`src/design/gcw_pkg.sv`:
```
// Shared types and constants for the grid coordinate wrap / neighbour block.
// No dependencies; imported by gcw_axis_mod and grid_coordinate_wrap_and_neighbor.
`default_nettype none

package gcw_pkg;

  localparam int COORD_W    = 32;
  localparam int OFF_W      = COORD_W + 1;      // coordinate minus bound, or axis width
  localparam int DIV_STEPS  = COORD_W;          // one remainder bit per stage
  // abs stage + remainder stages + sign fix stage + add-bound stage
  localparam int AXIS_LAT   = DIV_STEPS + 3;
  localparam int FIFO_AW    = 6;
  localparam int FIFO_DEPTH = 1 << FIFO_AW;
  localparam int CFG_IDX_W  = 3;

  localparam logic [CFG_IDX_W-1:0] REG_MIN_X  = 3'd0;
  localparam logic [CFG_IDX_W-1:0] REG_MAX_X  = 3'd1;
  localparam logic [CFG_IDX_W-1:0] REG_MIN_Y  = 3'd2;
  localparam logic [CFG_IDX_W-1:0] REG_MAX_Y  = 3'd3;
  localparam logic [CFG_IDX_W-1:0] REG_WRAP_X = 3'd4;
  localparam logic [CFG_IDX_W-1:0] REG_WRAP_Y = 3'd5;

  typedef enum logic {
    CMD_NORM = 1'b0,
    CMD_NBR  = 1'b1
  } cmd_t;

  typedef enum logic [1:0] {
    DIR_MINUS_X = 2'd0,
    DIR_PLUS_X  = 2'd1,
    DIR_MINUS_Y = 2'd2,
    DIR_PLUS_Y  = 2'd3
  } dir_t;

  // travels alongside the per-axis remainder pipelines
  typedef struct packed {
    logic       valid;
    cmd_t       cmd;
    dir_t       dir;
    logic       fail;
  } side_t;

  typedef struct packed {
    logic               ok;
    logic [COORD_W-1:0] x;
    logic [COORD_W-1:0] y;
  } res_t;

endpackage

`default_nettype wire

```
`src/design/gcw_axis_mod.sv`:
```
// One axis: floor modulo of a signed offset by the axis width, plus the low bound.
// Restoring remainder, one bit per stage. Depends on gcw_pkg.
`default_nettype none

module gcw_axis_mod
  import gcw_pkg::*;
(
  input  logic                     clk,
  input  logic signed [OFF_W-1:0]  off,
  input  logic        [OFF_W-1:0]  wid,
  input  logic        [COORD_W-1:0] lo,
  output logic        [COORD_W-1:0] coord
);

  logic               neg_r [0:DIV_STEPS];
  logic [COORD_W-1:0] mag_r [0:DIV_STEPS-1];
  logic [COORD_W-1:0] rem_r [0:DIV_STEPS];
  logic [COORD_W-1:0] fix_r;
  logic [COORD_W-1:0] coord_r;
  logic [OFF_W-1:0]   neg_off;

  assign neg_off = -off;

  // magnitude fits COORD_W bits: |v - lo| < 2^32
  always_ff @(posedge clk) begin
    neg_r[0] <= off[OFF_W-1];
    mag_r[0] <= off[OFF_W-1] ? neg_off[COORD_W-1:0] : off[COORD_W-1:0];
    rem_r[0] <= '0;
  end

  for (genvar k = 1; k <= DIV_STEPS; k++) begin : g_step
    logic [OFF_W-1:0] t;
    logic [OFF_W-1:0] diff;

    assign t    = {rem_r[k-1], mag_r[k-1][COORD_W-1]};
    assign diff = t - wid;

    always_ff @(posedge clk) begin
      neg_r[k] <= neg_r[k-1];
      rem_r[k] <= (t >= wid) ? diff[COORD_W-1:0] : t[COORD_W-1:0];
    end

    if (k < DIV_STEPS) begin : g_shift
      always_ff @(posedge clk) begin
        mag_r[k] <= {mag_r[k-1][COORD_W-2:0], 1'b0};
      end
    end
  end

  logic [OFF_W-1:0] wrap_back;
  assign wrap_back = wid - {1'b0, rem_r[DIV_STEPS]};

  // negative offset with a non-zero remainder folds back from the top
  always_ff @(posedge clk) begin
    if (neg_r[DIV_STEPS] && (rem_r[DIV_STEPS] != '0)) begin
      fix_r <= wrap_back[COORD_W-1:0];
    end else begin
      fix_r <= rem_r[DIV_STEPS];
    end
    coord_r <= lo + fix_r;
  end

  assign coord = coord_r;

endmodule

`default_nettype wire

```
`config.mk`:
```
export PLATFORM = sky130hd
export DESIGN_NAME = gcw_axis_mod
export DESIGN_NICKNAME = d
export VERILOG_FILES = /design/src/design/gcw_pkg.sv /design/src/design/gcw_axis_mod.sv
export SDC_FILE = /design/constraint.sdc
export NUM_CORES = 2
export LEC_CHECK = 0
export BUFFER_PORTS_ARGS = -buffer_cell sky130_fd_sc_hd__buf_4
export CORE_ASPECT_RATIO = 0.6
export CORE_MARGIN = 2
export CORE_UTILIZATION = 58
export DETAILED_ROUTE_END_ITERATION = 8
export PLACE_DENSITY = 0.88
export SLEW_MARGIN = 5
export SYNTH_ARGS = -nofsm -noshare
export SYNTH_HDL_FRONTEND = slang
export SYNTH_SLANG_ARGS = --single-unit
export TNS_END_PERCENT = 30
```
`constraint.sdc`:
```
create_clock -name clk -period 7.2 [get_ports clk]
set_input_delay 1.8 -clock clk [delete_from_list [all_inputs] [get_ports clk]]
set_output_delay 1.8 -clock clk [all_outputs]
set_load 0.01 [all_outputs]
```
======== Word-level counts from Yosys, hierarchy flattened ========
Memories as Yosys holds them, arrays and structs flattened.
Cells that the tools add are included.
operators by class
  add/subtract/negate cells ............... 35
  multiply operators ...................... 0
  divide/modulo/power cells ............... 0
  $lt $le $gt $ge ......................... 32
  equal/unequal tests ..................... 0
  shift operators ......................... 0
  muxes and demuxes ....................... 34
  bitwise operators ....................... 0
  reduce and logical (&&, ||, !) cells .... 2
operators with widths
  kind                                count
  two-way mux 32 bit                  34
  greater-or-equal comparator 33 bit  32
  subtractor 32 bit                   33
  adder 32 bit                        1
  negation 32 bit                     1
  nonzero test 32 bit                 1
  logical AND 1 bit                   1
storage, ports and cells
  bits in registers ....................... 64
  latch bits .............................. 0
  bits in writable memories ............... 2113
  bits in read-only memories .............. 0
  input bits .............................. 99
  output and inout bits ................... 32
  logic and storage cells ................. 108
  memories kept ........................... 3
memory list
  name   depth  width  rd ports  clocked after memory_dff  write ports  RTL line            RTL
  rem_r  33     32     33        0                         33           gcw_axis_mod.sv:17  logic [COORD_W-1:0] rem_r [0:DIV_STEPS];
  mag_r  32     32     32        0                         32           gcw_axis_mod.sv:16  logic [COORD_W-1:0] mag_r [0:DIV_STEPS-1];
  neg_r  33     1      33        0                         33           gcw_axis_mod.sv:15  logic neg_r [0:DIV_STEPS];

======== Depth between registers and ports, before layout ========
  depth after elaboration ................. 3
  gate-level depth with buffers ........... 16
  gate-level depth less buffers ........... 15

======== Worst setup path after synthesis ========
OpenSTA, ideal clock, no wires.
  path type ............................... input port to flip-flop
  start point ............................. in wid[1]
  end point ............................... mem rem_r[23][24]
  setup time .............................. 0.123 ns
  arrival time ............................ 6.880 ns
  data required time ...................... 7.077 ns
  path slack .............................. 0.196 ns
  cell stages on the path ................. 14
  path buffers ............................ 1
  cells stage by stage .................... inv_1 > ha_1 > nor2b_1 > o2111ai_1 > a311oi_1 > o41ai_2 > o21ai_1 > a221o_1 > a2111oi_0 > nor3_1 > a31oi_2 > o21ai_2 > buf_2 > mux2_1
RTL lines
  what             RTL line            RTL
  start, declared  gcw_axis_mod.sv:10  input logic [OFF_W-1:0] wid,
  end, declared    gcw_axis_mod.sv:17

==> results.yml <==
synth:
  synth_cell_types: 87
  synth_top_area_share: 0.342
  synth-edff-count: 0
  synth_async_sr_flop_share: 0
  synthTopCellsByArea: "dfxtp_1 34%, ha_1 14%, xnor2_1 5.2%"
  syn_inst: 10760
  yosysSeqAreaShare: 0.342
  syn_area_um2: 96400
  syn-num-nets: 11980
  ys_warn_count: 0
  avgSynthCellArea_um2: 8.96
  synthFlopType: "dfxtp_1"
  ys_seq_elements: 1649
  synth.largest_area_cell: "dfxtp_1"
worst_setup_path:
  cpLargestDelayFamily: "compound AO/OA/AOI/OAI gates"
  worstPathRequired_ns: 7.89
  worstPathBufferInverterCount: 4
  crit_fanout: 32
  cp.arrival_ns: 6.41
  cpPeakStageDelay_ns: 0.53
  worstSetupStartpointType: "primary input"
  critPathCaptureType: "register"
  crit_path_cell_trace: "buf_4 -> inv_2 -> buf_4 -> ha_1 -> a211o_1 -> o311ai_1 -> a21oi_1 -> a21oi_1 -> o311ai_1 -> a41oi_1 -> o21ai_1 -> a221o_1 -> a21o_1 -> buf_4 -> mux2_2"
  timing.critical_path.mode_cell: "buf_4"
  slowest_stage: "a41oi_1"
  crit_type: "in -> reg"
clocking:
  root_buffer: "clkbuf_16"
  post_cts_resized: 0
  cts_buffers: 163
  cts_tree: "done"
  cts_sinks: 1649
  cts.htree.levels: 4
  post_cts_buffers: 0
  ctsHoldBuffers: 0
  cts_buffer_depth: 4
  clk_pin_slew_ns: 0.06
  clk_latency_ns: 0.83
place:
  dp.cells: 13025
  numPortBuffers: 130
  gp_congestion: 1.02
  dp_hpwl_mm: 226
  pre_cts_ws_ns: 0.798
die:
  fp.coreArea_um2: 164000
  die_h_um: 320
  pin_count: 131
  die-area_um2: 170000
  rows: 115
  initial_core_util: 0.586
  die_w_um: 530
routing:
  wire_per_inst_um: 22.4
  drc: 0
  vias: 84419
  dr.pass1.iters: 6
  drtAntennaViolNets: 0
  drtIter0Drc: 9622
  vias_per_cell: 6.34
  wirelength_mm: 298
run_status:
  status: "completed"
cells_and_area:
  area.growth.synth_to_final_pct: 10.5
  seq_area_um2: 33000
  nFillCells: 13234
  layout.cells.non_filler: 13315
  fin_nets: 12187
  multi_input_area_um2: 61400
  drive_gt1_frac: 0.102
sta:
  grt_setup_unrepaired: "no"
  setup_viol: 0
  max_freq_mhz: 175
  fin_tns_setup_ns: 0
  worst_pin_slew_ns: 1.18
  fin_crit_ns: 5.71
  final_max_slew_viol_count: 0
  finalWorstSetupSlack_ns: 1.49
  skew_ns: 0.0565
  slew_headroom: 0.205
  period_share: 0.794
  hold_viol: 0
pwr:
  ir_drop_mv: 0.243
  power_leakage_nw: 48.7
  power_mw: 40.1
  power_density_nw_per_um2: 377
grt:
  grt_max_degree: 63
  antenna_found_initial: 12
  grt_pass1_vias: 78338
  grt-ovfl-total: 0
  grt_use_total: 0.339
  grt_first_pass_wirelength_mm: 454
hold_path:
  hold_path_class: "reg -> reg"
flow_run:
  timing.max_cap.violations: 0
final cells by class:
cell class              count  area share
multi-input cells        8521       0.576
flip-flops and latches   1649       0.310
clock buffers             207      0.0428
well taps                2223      0.0261
repair buffers            286      0.0218
inverters                 346      0.0122
clock inverters            79      0.0109
diodes                      4   0.0000940
cell usage after synthesis (all sizes together), types with 17 or more instances:
master and n:
fa 33, nand4 142, and4 23, a221oi 30
a31oi 77, mux2 435, or3 38, a21boi 46
nor3 137, nand2b 145, or4 22, xnor2 574
nand2 926, o21bai 143, a31o 28, o21a 128
a21oi 980, o41ai 27, and3 99, a221o 26
a21o 524, buf 22, and2 55, clkbuf 222
xor2 370, a211oi 83, o31ai 70, a211o 27
inv 346, nor2 611, or2 40, ha 1088
nand3 202, mux2i 30, o21ai 886, o211ai 34
dfxtp 1649, a311oi 21, nor3b 17, nor2b 137
a41oi 21, nor4 50, o31a 18
path summary, 6_finish.rpt:
path,start,end,slack [ns],depth (start not counted)
max,wid[6],rem_r[11][8],1.49,15
min,mag_r[1][254],mag_r[1][287],0.32,0
max reg2reg,mag_r[0][255],rem_r[8][30],2.68,15
min reg2reg,mag_r[1][254],mag_r[1][287],0.32,0
per-layer routing:
metal	vias to the layer above	wire length, µm	global-route usage
met5	-	88	0
met4	14	12300	0.126
met3	762	40100	0.105
met2	4661	113000	0.460
met1	39498	132000	0.495
li1	39484	-	-
power breakdown:
part	switching, mW	total [mW]	internal, mW
sequential	1.59	12.8	11.2
clock	3.79	9.23	5.44
combinational	10.2	18.1	7.90
total	15.6	40.1	24.6
registers in the layout, summed over array words and instances, names as in the netlist:
name / count
fix_r: 32
neg_r: 33
coord: 32
rem_r: 1024
mag_r: 528
per-stage QoR:
| stage | area, µm² | hold WS (ns) | util |
|---|---|---|---|
| finish | 107000 | 0.319 | 0.648 |
| global placement | 101000 | 0.310 | 0.613 |
| global route | 106000 | 0.328 | 0.648 |
| CTS | 106000 | 0.323 | 0.648 |
| detailed placement | 101000 | 0.312 | 0.613 |
| floorplan | 96400 | 0.310 | - |
kinds of logic after synthesis:
logic type | Yosys count | synth area share
compound gates | 3321 | 0.215
simple gates | 2670 | 0.131
flops | 1649 | 0.342
fa+ha+maj | 1121 | 0.148
xor+xnor | 944 | 0.0858
buf+inv | 590 | 0.0231
mux | 465 | 0.0539
cells in the final DEF (no fill, tap or decap), types with 46 or more instances in the layout:
cell / instances
dfxtp_1: 1649
ha_1: 1088
a21oi_1: 972
nand2_1: 926
o21ai_0: 874
nor2_1: 607
xnor2_1: 574
a21o_1: 524
mux2_2: 408
xor2_1: 370
inv_1: 314
buf_4: 272
nand3_1: 202
clkbuf_16: 170
nand2b_1: 145
nand4_1: 142
o21bai_1: 142
nor2b_1: 137
nor3_1: 135
o21a_1: 128
and3_1: 99
a211oi_1: 81
a31oi_1: 75
o31ai_1: 67
and2_1: 55
nor4_1: 49
a21boi_0: 46
No activity file was read; power rests on OpenSTA's default activity.
